### src/rtl/cfp_pkg.sv
`timescale 1ns / 1ps
`default_nettype none
// ----------------------------------------------------------------------------
// cfp_pkg: shared types and constants
// Frame bytes, command codes, event kinds, controller states and the
// command/status bundles between controller and datapath.
// ----------------------------------------------------------------------------
package cfp_pkg;

  localparam int BUFFER_DEPTH = 32;
  localparam int CNT_W        = $clog2(BUFFER_DEPTH + 1);
  localparam int ROWS         = (BUFFER_DEPTH + 1) / 2;
  localparam int ROW_W        = $clog2(ROWS);
  localparam int CFG_W        = 6;
  localparam int CMP_W        = (CNT_W > CFG_W) ? CNT_W : CFG_W;

  localparam logic [7:0] START_BYTE = 8'h24;
  localparam logic [7:0] END_BYTE   = 8'h21;
  localparam logic [7:0] CMD_CAL    = 8'h31;
  localparam logic [7:0] CMD_ARM    = 8'h32;
  localparam logic [7:0] CMD_REF    = 8'h33;
  localparam logic [7:0] CMD_GAIN   = 8'h34;
  localparam logic [7:0] CMD_SAVE   = 8'h35;

  localparam logic [3:0] REF_LAST   = 4'd3;
  localparam logic [3:0] GAIN_LAST  = 4'd12;

  localparam logic [CFG_W-1:0] REF_LEN_RESET = 6'd11;

  typedef enum logic [2:0] {
    EV_CAL     = 3'd0,
    EV_ARM     = 3'd1,
    EV_REF     = 3'd2,
    EV_LEN_ERR = 3'd3,
    EV_GAIN    = 3'd4,
    EV_SAVE    = 3'd5
  } event_t;

  typedef enum logic [1:0] {
    ACT_NONE,
    ACT_SINGLE,
    ACT_WORDS
  } act_t;

  typedef enum logic [2:0] {
    ST_IDLE,
    ST_DECODE,
    ST_SINGLE,
    ST_READ,
    ST_EMIT
  } state_t;

  typedef struct packed {
    logic accept;
    logic latch;
    logic rd_en;
    logic load_single;
    logic load_word;
    logic inc_idx;
  } dp_cmd_t;

  typedef struct packed {
    logic close;
    act_t act;
    logic last_word;
    logic out_free;
  } dp_status_t;

endpackage
`default_nettype wire

### src/rtl/cfp_ctrl.sv
`timescale 1ns / 1ps
`default_nettype none
// ----------------------------------------------------------------------------
// cfp_ctrl: frame parser controller
// Accepts bytes while idle, decodes a closed frame and sequences the
// buffer reads and result loads.
// ----------------------------------------------------------------------------
module cfp_ctrl (
  input  wire                 clk,
  input  wire                 rst,
  input  wire                 in_valid,
  output logic                in_stall,
  input  cfp_pkg::dp_status_t status,
  output cfp_pkg::dp_cmd_t    cmd
);

  cfp_pkg::state_t state;
  cfp_pkg::state_t state_next;

  always_ff @(posedge clk) begin
    if (rst) begin
      state <= cfp_pkg::ST_IDLE;
    end else begin
      state <= state_next;
    end
  end

  always_comb begin
    state_next = state;
    unique case (state)
      cfp_pkg::ST_IDLE: begin
        if (in_valid && status.close) state_next = cfp_pkg::ST_DECODE;
      end
      cfp_pkg::ST_DECODE: begin
        unique case (status.act)
          cfp_pkg::ACT_SINGLE: state_next = cfp_pkg::ST_SINGLE;
          cfp_pkg::ACT_WORDS:  state_next = cfp_pkg::ST_READ;
          default:             state_next = cfp_pkg::ST_IDLE;
        endcase
      end
      cfp_pkg::ST_SINGLE: begin
        if (status.out_free) state_next = cfp_pkg::ST_IDLE;
      end
      cfp_pkg::ST_READ: begin
        state_next = cfp_pkg::ST_EMIT;
      end
      cfp_pkg::ST_EMIT: begin
        if (status.out_free) begin
          state_next = status.last_word ? cfp_pkg::ST_IDLE : cfp_pkg::ST_READ;
        end
      end
      default: state_next = cfp_pkg::ST_IDLE;
    endcase
  end

  always_comb begin
    cmd      = '0;
    in_stall = 1'b1;
    unique case (state)
      cfp_pkg::ST_IDLE: begin
        in_stall   = 1'b0;
        cmd.accept = in_valid;
      end
      cfp_pkg::ST_DECODE: begin
        cmd.latch = 1'b1;
      end
      cfp_pkg::ST_SINGLE: begin
        cmd.load_single = status.out_free;
      end
      cfp_pkg::ST_READ: begin
        cmd.rd_en = 1'b1;
      end
      cfp_pkg::ST_EMIT: begin
        cmd.load_word = status.out_free;
        cmd.inc_idx   = status.out_free && !status.last_word;
      end
      default: begin
        cmd = '0;
      end
    endcase
  end

endmodule
`default_nettype wire

### src/rtl/cfp_datapath.sv
`timescale 1ns / 1ps
`default_nettype none
// ----------------------------------------------------------------------------
// cfp_datapath: frame buffer and result register
// Byte count, command capture, the frame buffer as a word-wide memory
// with byte lanes and per-byte valid bits, and the output register.
// ----------------------------------------------------------------------------
module cfp_datapath (
  input  wire                         clk,
  input  wire                         rst,
  input  wire  [7:0]                  rx_byte,
  input  wire  [cfp_pkg::CFG_W-1:0]   ref_len,
  input  cfp_pkg::dp_cmd_t            cmd,
  output cfp_pkg::dp_status_t         status,
  output logic                        out_valid,
  input  wire                         out_stall,
  output logic [2:0]                  event_kind,
  output logic [3:0]                  value_index,
  output logic [15:0]                 value_word,
  output logic                        last_of_frame
);

  logic [cfp_pkg::CNT_W-1:0] count;
  logic [cfp_pkg::CNT_W-1:0] count_next;
  logic [cfp_pkg::CNT_W-1:0] frame_len;
  logic [7:0]                cmd_byte;

  logic                      is_start;
  logic                      wr_en;
  logic                      close;
  logic [cfp_pkg::CNT_W-1:0] wr_pos;
  logic [cfp_pkg::ROW_W-1:0] wr_row;

  logic [15:0]               mem [cfp_pkg::ROWS];
  logic [cfp_pkg::ROWS-1:0]  vld_hi;
  logic [cfp_pkg::ROWS-1:0]  vld_lo;
  logic [15:0]               rd_data;
  logic [1:0]                rd_vld;
  logic [cfp_pkg::ROW_W-1:0] rd_row;

  logic [3:0]                idx;
  logic [3:0]                idx_last;
  cfp_pkg::event_t           kind;
  cfp_pkg::event_t           kind_sel;
  cfp_pkg::act_t             act_sel;
  logic [3:0]                last_sel;
  logic                      len_match;
  logic                      out_free;

  // byte intake
  always_comb begin
    is_start   = (rx_byte == cfp_pkg::START_BYTE);
    wr_en      = 1'b0;
    close      = 1'b0;
    wr_pos     = count;
    count_next = count;
    if (is_start) begin
      wr_en      = 1'b1;
      wr_pos     = '0;
      count_next = cfp_pkg::CNT_W'(1);
    end else if (count == '0) begin
      count_next = count;
    end else if (count >= cfp_pkg::CNT_W'(cfp_pkg::BUFFER_DEPTH)) begin
      count_next = '0;
    end else begin
      wr_en = 1'b1;
      if (rx_byte == cfp_pkg::END_BYTE) begin
        close      = 1'b1;
        count_next = '0;
      end else begin
        count_next = count + cfp_pkg::CNT_W'(1);
      end
    end
  end

  assign wr_row = cfp_pkg::ROW_W'(wr_pos >> 1);

  always_ff @(posedge clk) begin
    if (rst) begin
      count <= '0;
    end else if (cmd.accept) begin
      count <= count_next;
    end
  end

  always_ff @(posedge clk) begin
    if (cmd.accept && wr_en && (wr_pos == cfp_pkg::CNT_W'(1))) cmd_byte <= rx_byte;
    if (cmd.accept && close) frame_len <= count + cfp_pkg::CNT_W'(1);
  end

  // frame buffer: even byte in the upper lane
  always_ff @(posedge clk) begin
    if (cmd.accept && wr_en) begin
      if (!wr_pos[0]) begin
        mem[wr_row][15:8] <= rx_byte;
      end else begin
        mem[wr_row][7:0] <= rx_byte;
      end
    end
    if (cmd.rd_en) begin
      rd_data <= mem[rd_row];
      rd_vld  <= {vld_hi[rd_row], vld_lo[rd_row]};
    end
  end

  always_ff @(posedge clk) begin
    if (rst) begin
      vld_hi <= '0;
      vld_lo <= '0;
    end else if (cmd.accept && wr_en) begin
      if (!wr_pos[0]) begin
        vld_hi[wr_row] <= 1'b1;
      end else begin
        vld_lo[wr_row] <= 1'b1;
      end
    end
  end

  assign rd_row = cfp_pkg::ROW_W'(idx + 4'd1);

  // command decode
  assign len_match = (cfp_pkg::CMP_W'(frame_len) == cfp_pkg::CMP_W'(ref_len));

  always_comb begin
    kind_sel = cfp_pkg::EV_CAL;
    act_sel  = cfp_pkg::ACT_NONE;
    last_sel = '0;
    unique case (cmd_byte)
      cfp_pkg::CMD_CAL: begin
        kind_sel = cfp_pkg::EV_CAL;
        act_sel  = cfp_pkg::ACT_SINGLE;
      end
      cfp_pkg::CMD_ARM: begin
        kind_sel = cfp_pkg::EV_ARM;
        act_sel  = cfp_pkg::ACT_SINGLE;
      end
      cfp_pkg::CMD_REF: begin
        if (len_match) begin
          kind_sel = cfp_pkg::EV_REF;
          act_sel  = cfp_pkg::ACT_WORDS;
          last_sel = cfp_pkg::REF_LAST;
        end else begin
          kind_sel = cfp_pkg::EV_LEN_ERR;
          act_sel  = cfp_pkg::ACT_SINGLE;
        end
      end
      cfp_pkg::CMD_GAIN: begin
        kind_sel = cfp_pkg::EV_GAIN;
        act_sel  = cfp_pkg::ACT_WORDS;
        last_sel = cfp_pkg::GAIN_LAST;
      end
      cfp_pkg::CMD_SAVE: begin
        kind_sel = cfp_pkg::EV_SAVE;
        act_sel  = cfp_pkg::ACT_SINGLE;
      end
      default: begin
        act_sel = cfp_pkg::ACT_NONE;
      end
    endcase
  end

  always_ff @(posedge clk) begin
    if (cmd.latch) begin
      kind     <= kind_sel;
      idx_last <= last_sel;
      idx      <= '0;
    end else if (cmd.inc_idx) begin
      idx <= idx + 4'd1;
    end
  end

  // result register
  assign out_free = !out_valid || !out_stall;

  always_ff @(posedge clk) begin
    if (rst) begin
      out_valid <= 1'b0;
    end else if (cmd.load_single || cmd.load_word) begin
      out_valid <= 1'b1;
    end else if (!out_stall) begin
      out_valid <= 1'b0;
    end
  end

  always_ff @(posedge clk) begin
    if (cmd.load_single) begin
      event_kind    <= kind;
      value_index   <= '0;
      value_word    <= '0;
      last_of_frame <= 1'b1;
    end else if (cmd.load_word) begin
      event_kind    <= kind;
      value_index   <= idx;
      value_word    <= {rd_vld[1] ? rd_data[15:8] : 8'h00,
                        rd_vld[0] ? rd_data[7:0]  : 8'h00};
      last_of_frame <= (idx == idx_last);
    end
  end

  always_comb begin
    status.close     = close;
    status.act       = act_sel;
    status.last_word = (idx == idx_last);
    status.out_free  = out_free;
  end

endmodule
`default_nettype wire

### src/rtl/command_frame_parser.sv
`timescale 1ns / 1ps
`default_nettype none
// ----------------------------------------------------------------------------
// command_frame_parser: serial command frame parser
// Input channel: one received byte per word (in_valid/in_stall, rx_byte).
// Output channel: result words (out_valid/out_stall, event_kind,
// value_index, value_word, last_of_frame), one output register deep.
// A closing byte moves the controller to decode; calibrate, arm, save
// and length error then load one result from the single-result state.
// Reference and gain frames read one buffer row per result through the
// single read port, in a read state then an emit state, for N results
// with N = 4 or 13.
// in_stall is high while a frame's results are being produced.
// When the receiver stalls, the output register holds its word and the
// sequence waits; bytes are taken again once the last result is loaded.
// Reset clears the byte count, the buffer valid bits (buffer reads as
// zero until written) and sets reference_frame_length to 11.
// The register is written over the APB port at byte addresses 0 to 3.
// ----------------------------------------------------------------------------
module command_frame_parser (
  input  wire         clk,
  input  wire         rst,
  input  wire         psel,
  input  wire         penable,
  input  wire         pwrite,
  input  wire  [2:0]  paddr,
  input  wire  [31:0] pwdata,
  output logic [31:0] prdata,
  output logic        pready,
  input  wire         in_valid,
  output logic        in_stall,
  input  wire  [7:0]  rx_byte,
  output logic        out_valid,
  input  wire         out_stall,
  output logic [2:0]  event_kind,
  output logic [3:0]  value_index,
  output logic [15:0] value_word,
  output logic        last_of_frame
);

  logic [cfp_pkg::CFG_W-1:0] reference_frame_length;
  cfp_pkg::dp_cmd_t          cmd;
  cfp_pkg::dp_status_t       status;

  assign pready = 1'b1;

  always_ff @(posedge clk) begin
    if (rst) begin
      reference_frame_length <= cfp_pkg::REF_LEN_RESET;
    end else if (psel && penable && pwrite && pready && !paddr[2]) begin
      reference_frame_length <= pwdata[cfp_pkg::CFG_W-1:0];
    end
  end

  assign prdata = paddr[2] ? 32'd0 : 32'(reference_frame_length);

  cfp_ctrl u_ctrl (
    .clk      (clk),
    .rst      (rst),
    .in_valid (in_valid),
    .in_stall (in_stall),
    .status   (status),
    .cmd      (cmd)
  );

  cfp_datapath u_datapath (
    .clk           (clk),
    .rst           (rst),
    .rx_byte       (rx_byte),
    .ref_len       (reference_frame_length),
    .cmd           (cmd),
    .status        (status),
    .out_valid     (out_valid),
    .out_stall     (out_stall),
    .event_kind    (event_kind),
    .value_index   (value_index),
    .value_word    (value_word),
    .last_of_frame (last_of_frame)
  );

endmodule
`default_nettype wire
### config.mk
export PLATFORM = sky130hd
export DESIGN_NAME = command_frame_parser
export DESIGN_NICKNAME = d
export VERILOG_FILES = /design/src/rtl/cfp_pkg.sv /design/src/rtl/cfp_ctrl.sv /design/src/rtl/cfp_datapath.sv /design/src/rtl/command_frame_parser.sv
export SDC_FILE = /design/constraint.sdc
export NUM_CORES = 1
export LEC_CHECK = 0
export BUFFER_PORTS_ARGS = -buffer_cell sky130_fd_sc_hd__buf_2
export CAP_MARGIN = 20
export CORE_AREA = 5 5 159 161
export CTS_BUF_LIST = sky130_fd_sc_hd__clkbuf_4 sky130_fd_sc_hd__clkbuf_8 sky130_fd_sc_hd__clkbuf_16
export DETAILED_ROUTE_END_ITERATION = 10
export DIE_AREA = 0 0 164 166
export GPL_ROUTABILITY_DRIVEN = 0
export GPL_TIMING_DRIVEN = 0
export PLACE_DENSITY = 0.9
export SLEW_MARGIN = 25
export SYNTH_ARGS = -nofsm -noshare
export SYNTH_HDL_FRONTEND = slang
export SYNTH_SLANG_ARGS = --single-unit
### constraint.sdc
create_clock -name clk -period 8.05 [get_ports clk]
set_input_delay 0.4025 -clock clk [delete_from_list [all_inputs] [get_ports clk]]
set_output_delay 0.4025 -clock clk [all_outputs]
set_load 0.02 [all_outputs]
# == Yosys cells after proc, flatten, opt, wreduce, memory -nomap -nowiden ==
# Memory sizes are Yosys's and may differ from the RTL's. A register that Yosys moved wholly into a read port is not among the register bits.
# Index checks and enable logic that the tools add are counted.
# Widths: inputs -> output; s select.
# totals
reg_bits,99
mem_bits_rw,256
inputBits,50
out_inout_bits,59
elab_cells,119
mem_count,1
# memory_table
memory,words,width,rd,rd_clocked_by_memory_dff,write_ports,line,source
u_datapath.mem,16,16,1,1,1,cfp_datapath.sv:34,logic [15:0] mem [cfp_pkg::ROWS];
# classes
addsub,2
order_cmp,4
n_eq_ne,21
mux,49
bitwise,3
reduce_logical,23
# op_table
cell,count
$eq 8x6->1 const B,7
$mux 6,6
$or 16x16->16,2
$mux 1,24
$mux 8,2
$mux 3,5
$pmux 3 s5,1
$pmux 3 s4,1
$lt 4x5->1 const B,2
$ne 2x1->1 const B,5
$logic_and 1x1->1,9
$bmux 1 s4,2
$mux 2,4
$pmux 4 s2,1
$add 6x1->6 const B,1
$eq 3x2->1 const B,2
$eq 6x1->1 const B,1
$eq 6x6->1,1
$ge 6x6->1 const B,1
$logic_not 6->1,1
$pmux 2 s3,1
$reduce_and 2->1,3
$add 4x1->4 const B,1
$demux 1 s4,1
other kinds (14),18

# == Logic depth before layout (Yosys ltp) ==
# Gate-level depths: netlist (run 1).
# depth
word_depth,8
mapped_depth,9
depth_no_buf,9

# == Cells and area by module ==
# A second synthesis (run 1) with hierarchy kept.
# unflattened
hier_cells,1063
hier_area_um2,15155.8
# modules_own_cells
mod,instances,cells_each,area_per_inst_um2,seq_area_each_um2
cfp_datapath,1,970,14371.3,10169.8
command_frame_parser,1,62,528.0,120.1
cfp_ctrl,1,31,256.5,60.1

# == Worst setup path before layout (run 1) ==
# No wires, ideal clock.
# synth_path
path_kind,flip-flop to flip-flop
from,reg u_datapath.count[1] in the netlist's numbering
to,mem u_datapath.mem[14][0] (enable)
setup_ns,0.383
t_arrival_ns,2.210
required_ns,7.667
path_slack_ns,5.456
path_stages_with_launch,9
n_path_buf,2
synth_period_minus_slack_ns,2.594
cell_sequence,dfxtp_1 clkbuf_1 inv_1 ha_1 nor4b_2 nor3_4 buf_6 nand2_4 nor3_1
# synth_between
elab_chain_cells,7
word_cells_on_any_way,9
classes_between,order compare (1); mux (6); reduce/logical (2)
# synth_lines
item,line,source
start: declaration,cfp_datapath.sv:23,logic [cfp_pkg::CNT_W-1:0] count;
start signal: assignment,cfp_datapath.sv:82,count <= count_next;
$ge 6x6->1,cfp_datapath.sv:63,end else if (count >= cfp_pkg::CNT_W'(cfp_pkg::BUFFER_DEPTH)) begin
$mux 1,cfp_datapath.sv:63,
$mux 1,cfp_datapath.sv:61,end else if (count == '0) begin
$mux 1,cfp_datapath.sv:57,if (is_start) begin
$logic_and 1x1->1,cfp_datapath.sv:93,if (cmd.accept && wr_en) begin
$mux 1,cfp_datapath.sv:93,
$mux 1 (not written as such),cfp_datapath.sv:97,mem[wr_row][7:0] <= rx_byte;
end: declaration,cfp_datapath.sv:34,
# Parallel ways exist; a longest one is shown, timed or not.

# == Worst setup path in the final report (run 1) ==
# layout_path
from,reg u_datapath.count[1] in the netlist's numbering
to,mem u_datapath.mem[2][0] (enable)
# Same word-level chain as after synthesis.

==> reports/qor.yml, run 1 <==
portBuffers: 52
cts_tree: "done"
drtIter0Drc: 1220
viasPerCell: 6.53
skew_ns: 0.0286
netlist_instances: 887
grt_antenna_before_repair: 0
final-setup-viol-count: 0
ys.flop_type: "edfxtp_1"
root_buffer: "clkbuf_16"
cts_made_buffers: 37
relSlewSlack_pct: 33.9
die_w_um: 164
cts.path.max_buffers: 3
synth_edf_count: 296
worstMarginPinSlew_ns: 0.991
status: "complete, no violations"
path_clk_slew_ns: 0.06
r2r_slack_ns: 4.88
grt_pass1_vias: 8768
vias: 8845
hold_depth: 3
worstReg2RegEnd: "u_datapath.mem[2][0]$_DFFE_PP_"
drtPass1Iterations: 6
ios: 109
ys.warnings.count: 0
rsz0062_at_grt: "no"
grt_pass1_wl_um: 52700
n_antenna_cell: 0
grt_max_degree: 38
num_rows: 57
hold_end: "reference_frame_length[0]$_SDFFE_PP1P_"
endpoint_kind: "flop"
finalCritPeriodShare_pct: 39.4
arrival_ns: 3.32
grt_util_all_layers_pct: 25.9
ir_drop_uv: 136
wl_per_cell_um: 26.0
core_area_sq_um: 23800
hold_viol_final: 0
synthToLayoutAreaGrowth_pct: 13.4
post_cts_buffers: 0
ys_ff_latch: 369
power_density_nw_per_um2: 226
cap_viol_max_count: 0
place_area_sq_um: 15700
hp-start: "pwdata[0]"
post_cts_resized: 0
totalNegativeSetupSlack_ns: 0
hold_buffers: 0
clock_sinks: 369
setup_ws_ns: 4.88
grt_overflow_total: 0
cp-start-kind: "flop"
fmax_mhz: 315
rr_worst_depth: 8
syn_area_sq_um: 14900
hold_ws_ns: 0.0989
min_period_ns: 3.17
power.leakage_nw: 5.66
die_y_um: 166
ant_nets: 0
post-place-ws_ns: 5.00
min_path_type: "in -> reg"
async_flop_share_pct: 0
r2r_start: "u_datapath.count[1]$_SDFFE_PP0P_"
finalInstanceArea_sq_um: 16900
syn_avg_cell_area_sq_um: 16.8
final_common_cell: "edfxtp_1"
final_cell_mix: "edfxtp_1, dfxtp_1, buf_2, mux4_2, clkbuf_16"
cts_htree_levels: 2
cp_max_fo: 10
dieArea_sq_um: 27200
ys_types: 58
crit_type: "reg -> reg"
drive_above_1_share_pct: 25.3
worstPathRequired_ns: 8.20
worstSkewPairLatency_ns: 0.53
routed_wl_um: 35200
final_util_pct: 71.0
dpl.hpwl_um: 21700
final_net_count: 1057
initial_core_util_pct: 62.6
drcViolationCount: 0
seq_area_frac_synth_pct: 69.4
slew_violations: 0
==> routing by layer <==
metal  GRT usage [%]  part of all wire [%]  vias up
met2            43.1                    51      691
met1            34.1                    34     4340
met3            4.82                    11      120
met4            9.88                   4.1        0
li1                -                     -     3694
met5               0                     0        -
==> synth_stat cells (16+ instances only) <==
| cell | count | area share [%] |
|---|---|---|
| buf_4 | 29 | 1.5 |
| nand2_1 | 24 | 0.60 |
| a211oi_1 | 18 | 0.91 |
| mux2i_1 | 26 | 1.7 |
| clkbuf_1 | 26 | 0.65 |
| edfxtp_1 | 296 | 60 |
| buf_2 | 20 | 0.67 |
| a22o_1 | 16 | 0.94 |
| nor2b_1 | 33 | 1.4 |
| mux4_2 | 72 | 11 |
| dfxtp_1 | 73 | 9.8 |
| nor2_1 | 36 | 0.91 |
| a21oi_1 | 29 | 0.97 |
| and3_1 | 21 | 0.88 |
==> worst max-delay path: stages, from the launching register on <==
cell      delay (ns)
dfxtp_1         0.36
clkbuf_1        0.40
inv_1           0.13
ha_1            0.20
nor4b_2         0.21
nor3_4          0.33
buf_6           0.24
nand3_4         0.18
nor2_1          0.76
==> how the worst max path moves through the flow <==
stage                                                start                               end  slack (ns)
final                     u_datapath.count[1]$_SDFFE_PP0P_    u_datapath.mem[2][0]$_DFFE_PP_        4.88
after CTS                 u_datapath.count[1]$_SDFFE_PP0P_    u_datapath.mem[2][0]$_DFFE_PP_        4.91
after global routing      u_datapath.count[1]$_SDFFE_PP0P_    u_datapath.mem[2][0]$_DFFE_PP_        4.67
after detailed placement                        rx_byte[3]  u_datapath.mem[14][10]$_DFFE_PP_        5.00
after floorplan           u_datapath.count[1]$_SDFFE_PP0P_   u_datapath.mem[14][0]$_DFFE_PP_        5.46
after global placement                          rx_byte[3]  u_datapath.mem[14][10]$_DFFE_PP_        4.77
==> registers in the layout, indices dropped and copies added, names as in the netlist, 8 cells and up <==
name,flops
u_datapath.mem,256
u_datapath.value_word,16
u_datapath.cmd_byte,8
u_datapath.vld_hi,16
u_datapath.vld_lo,16
u_datapath.rd_data,16
==> kinds of logic (layout without fill, tap and decap cells) <==
| kind of cell | count (synthesis) | after routing | synth area share, % |
|---|---|---|---|
| flip-flops | 369 | 369 | 69.4 |
| AND/OR/NAND/NOR | 187 | 187 | 7.54 |
| AO/OA/AOI/OAI | 123 | 123 | 5.95 |
| multiplexers | 98 | 98 | 12.6 |
| XOR/XNOR | 14 | 14 | 0.873 |
| adder cells (fa/ha/maj) | 4 | 4 | 0.336 |
| other | 2 | 27 | 0.0504 |
| buffers and inverters | 90 | 209 | 3.21 |
==> final cells by class <==
class | count | area (sq um)
timing repair buffer | 52 | 260
tap | 324 | 405
fill | 1411 | 6910
buffer | 78 | 435
clock buffer | 47 | 1020
sequential | 369 | 10300
clock inverter | 20 | 166
multi-input combinational | 453 | 4220
inverter | 12 | 45.0
==> report_power, final <==
part	total [mW]	internal (mW)	switching (mW)
clock network	1.68	0.972	0.712
registers	2.06	2.05	0.000958
logic	0.0779	0.0200	0.0579
total	3.82	3.05	0.771
==> per-stage QoR <==
stage | std cells | power (mW)
after global routing | 1355 | 3.91
after CTS | 1355 | 3.82
after global placement | 1288 | 2.17
after detailed placement | 1288 | 2.17
final | 1355 | 3.82
after floorplan | 912 | 2.13
No activity file was read; power rests on OpenSTA's default activity.
==> run 2, diff against run 1 <==
--- a/config.mk
+++ b/config.mk
@@ -7,13 +7,13 @@
 export LEC_CHECK = 0
 export BUFFER_PORTS_ARGS = -buffer_cell sky130_fd_sc_hd__buf_2
 export CAP_MARGIN = 20
-export CORE_AREA = 5 5 159 161
+export CORE_AREA = 5 5 173 175
 export CTS_BUF_LIST = sky130_fd_sc_hd__clkbuf_4 sky130_fd_sc_hd__clkbuf_8 sky130_fd_sc_hd__clkbuf_16
 export DETAILED_ROUTE_END_ITERATION = 10
-export DIE_AREA = 0 0 164 166
+export DIE_AREA = 0 0 178 180
 export GPL_ROUTABILITY_DRIVEN = 0
 export GPL_TIMING_DRIVEN = 0
-export PLACE_DENSITY = 0.9
+export PLACE_DENSITY = 0.81
 export SLEW_MARGIN = 25
 export SYNTH_ARGS = -nofsm -noshare
 export SYNTH_HDL_FRONTEND = slang
==> constraint.sdc (replaced) <==
create_clock -name clk -period 2.8 [get_ports clk]
set_input_delay 0.14 -clock clk [delete_from_list [all_inputs] [get_ports clk]]
set_output_delay 0.14 -clock clk [all_outputs]
set_load 0.02 [all_outputs]
==> run 2 against run 1 <==
Compared with the run above: non-clock buffer count up 19; design area increased by 3.2%; power increased to 2.9 times the previous value; global-route usage down 4.7 points; largest cell class unchanged; setup slack worse by 4.9 ns; largest power group unchanged; worst hold slack lost 0.043 ns; routed wire length shrank 3.0%; via count down 2.0%; critical path depth is 1 lower; register-to-register slack got worse by 4.9 ns.
==> reports/qor.yml, run 2 (synthesis results as in run 1) <==
status: "complete, no violations"
cts.path.max_buffers: 3  # unchanged
final_net_count: 1075  # +1.7%
worstPathRequired_ns: 2.96  # -5.24 ns
path_cells: "clkinvlp_4 -> ha_1 -> nor4b_2 -> nor3_4 -> buf_6 -> nand3_2 -> nor2_2"
cp_slowest_cell: "nor2_2"
finalCritPeriodShare_pct: 99.9  # +60 points
root_buffer: "clkbuf_16"
path_buf_inv: 2  # -1
grt_util_all_layers_pct: 21.1  # -4.7 points
path_clk_slew_ns: 0.06  # about the same
hold_depth: 5  # +2
viasPerCell: 6.05  # -7.3%
totalNegativeSetupSlack_ns: 0  # unchanged
die_w_um: 178  # +8.5%
initial_core_util_pct: 52.7  # -9.9 points
n_antenna_cell: 0  # unchanged
worstSkewPairLatency_ns: 0.53  # about the same
final_common_cell: "edfxtp_1"
ios: 109  # unchanged
post-place-ws_ns: -0.307  # -5.31 ns
portBuffers: 52  # unchanged
drtIter0Drc: 887  # -27%
wl_per_cell_um: 23.8  # -8.2%
clock_sinks: 369  # unchanged
cts_tree: "done"
power.leakage_nw: 5.85  # +3.3%
grt_overflow_total: 0  # unchanged
drcViolationCount: 0  # unchanged
fmax_mhz: 358  # +13%
min_period_ns: 2.80  # -0.376 ns
cp_max_fo: 10  # unchanged
grt_max_degree: 38  # unchanged
crit_path_max_incr_delay_ns: 0.48  # -0.28 ns
arrival_ns: 2.96  # -0.36 ns
routed_wl_um: 34100  # -3.0%
r2r_slack_ns: 0.004  # -4.87 ns
place_inst: 1348  # +4.7%
worstMarginPinSlew_ns: 1.02  # +0.0247 ns
vias: 8668  # -2.0%
rsz0062_at_grt: "yes"
dieArea_sq_um: 32000  # +18%
cpLargestDelayFamily: "simple AND/OR/NAND/NOR gates"
relSlewSlack_pct: 32.3  # -1.6 points
final_cell_mix: "edfxtp_1, dfxtp_1, mux4_2, buf_2, clkbuf_16"
skew_ns: 0.0203  # -0.00826 ns
grt_pass1_vias: 8742  # -0.30%
final-setup-viol-count: 0  # unchanged
grt_pass1_wl_um: 51400  # -2.4%
num_rows: 62  # +8.8%
ant_nets: 0  # unchanged
cp-start-kind: "flop"
die_y_um: 180  # +8.4%
hold_viol_final: 0  # unchanged
rr_worst_depth: 7  # -1
dpl.hpwl_um: 21400  # -1.4%
power_density_nw_per_um2: 626  # +180%
hold_ws_ns: 0.0559  # -0.0430 ns
drtPass1Iterations: 5  # -1
largest-register: "u_datapath.mem"
path_depth: 7  # -1
grt_antenna_before_repair: 0  # unchanged
cts_htree_levels: 2  # unchanged
drive_above_1_share_pct: 28.4  # +3.1 points
ir_drop_uv: 401  # +200%
crit_type: "reg -> reg"
power_mw: 10.9  # +190%
min_path_type: "in -> reg"
setup_ws_ns: 0.00416  # -4.87 ns
endpoint_kind: "flop"
core_area_sq_um: 28300  # +19%
synthToLayoutAreaGrowth_pct: 17.1
cap_viol_max_count: 0  # unchanged
slew_violations: 0  # unchanged
cts_made_buffers: 36  # -2.7%
final_cells: 1433  # +5.8%
largest_reg_flops: 256  # unchanged
run 2: cell type report:
class,count,area [sq um]
fillers,1897,10900
flip-flops and latches,369,10300
multi-input cells,453,4380
clock buffers,52,1070
repair buffers,72,553
well taps,384,480
plain buffers,77,464
clock inverters,14,104
inverters,12,48.8
run 2: per-layer routing:
metal  vias to the layer above  wire (um)  GRT usage [%]  share of wire, %
met1                      4373      12900           28.0                38
met2                       496      17200           34.8                50
met5                         -          0              0                 0
met4                         0        888           7.30               2.6
li1                       3736          -              -                 -
met3                        63       3150           4.62               9.2
run 2: metrics by stage:
step	cell area, sq um	utilization [%]
5_1_grt	17500	61.6
2_1_floorplan	15000	-
3_5_place_dp	15800	55.7
4_1_cts	17200	60.8
3_3_place_gp	15700	55.6
6_report	17500	61.6
run 2: path summary, 6_finish.rpt:
kind / start / to
max: u_datapath.count[0]$_SDFFE_PP0P_ / u_datapath.mem[13][9]$_DFFE_PP_
max reg2reg: u_datapath.count[0]$_SDFFE_PP0P_ / u_datapath.mem[13][9]$_DFFE_PP_
min reg2reg: u_datapath.kind[1]$_DFFE_PN_ / u_datapath.event_kind[1]$_DFFE_PP_
min: in_valid / u_datapath.count[5]$_SDFFE_PP0P_
run 2: report_power, final:
part / internal, mW / leakage (nW) / switching (mW)
registers: 5.91 / 3.24 / 0.00294
clock network: 2.77 / 0.591 / 2.01
logic: 0.0647 / 2.02 / 0.167
total: 8.74 / 5.85 / 2.18
run 2: tightest hold or removal path: stages:
cell and delay (ns):
buf_2 0.11, inv_1 0.06, nor2_1 0.07, nand4_1 0.07
a21oi_1 0.06
run 2: repair_timing:
action                                 4_1_cts  5_1_grt
resized for setup                           29       22
hold buffers                                 7        0
setup endpoints to repair                  202      176
gates cloned                                 0        0
setup buffers                                3       10
pin swaps                                    4        7
endpoints found under the hold margin        7        0
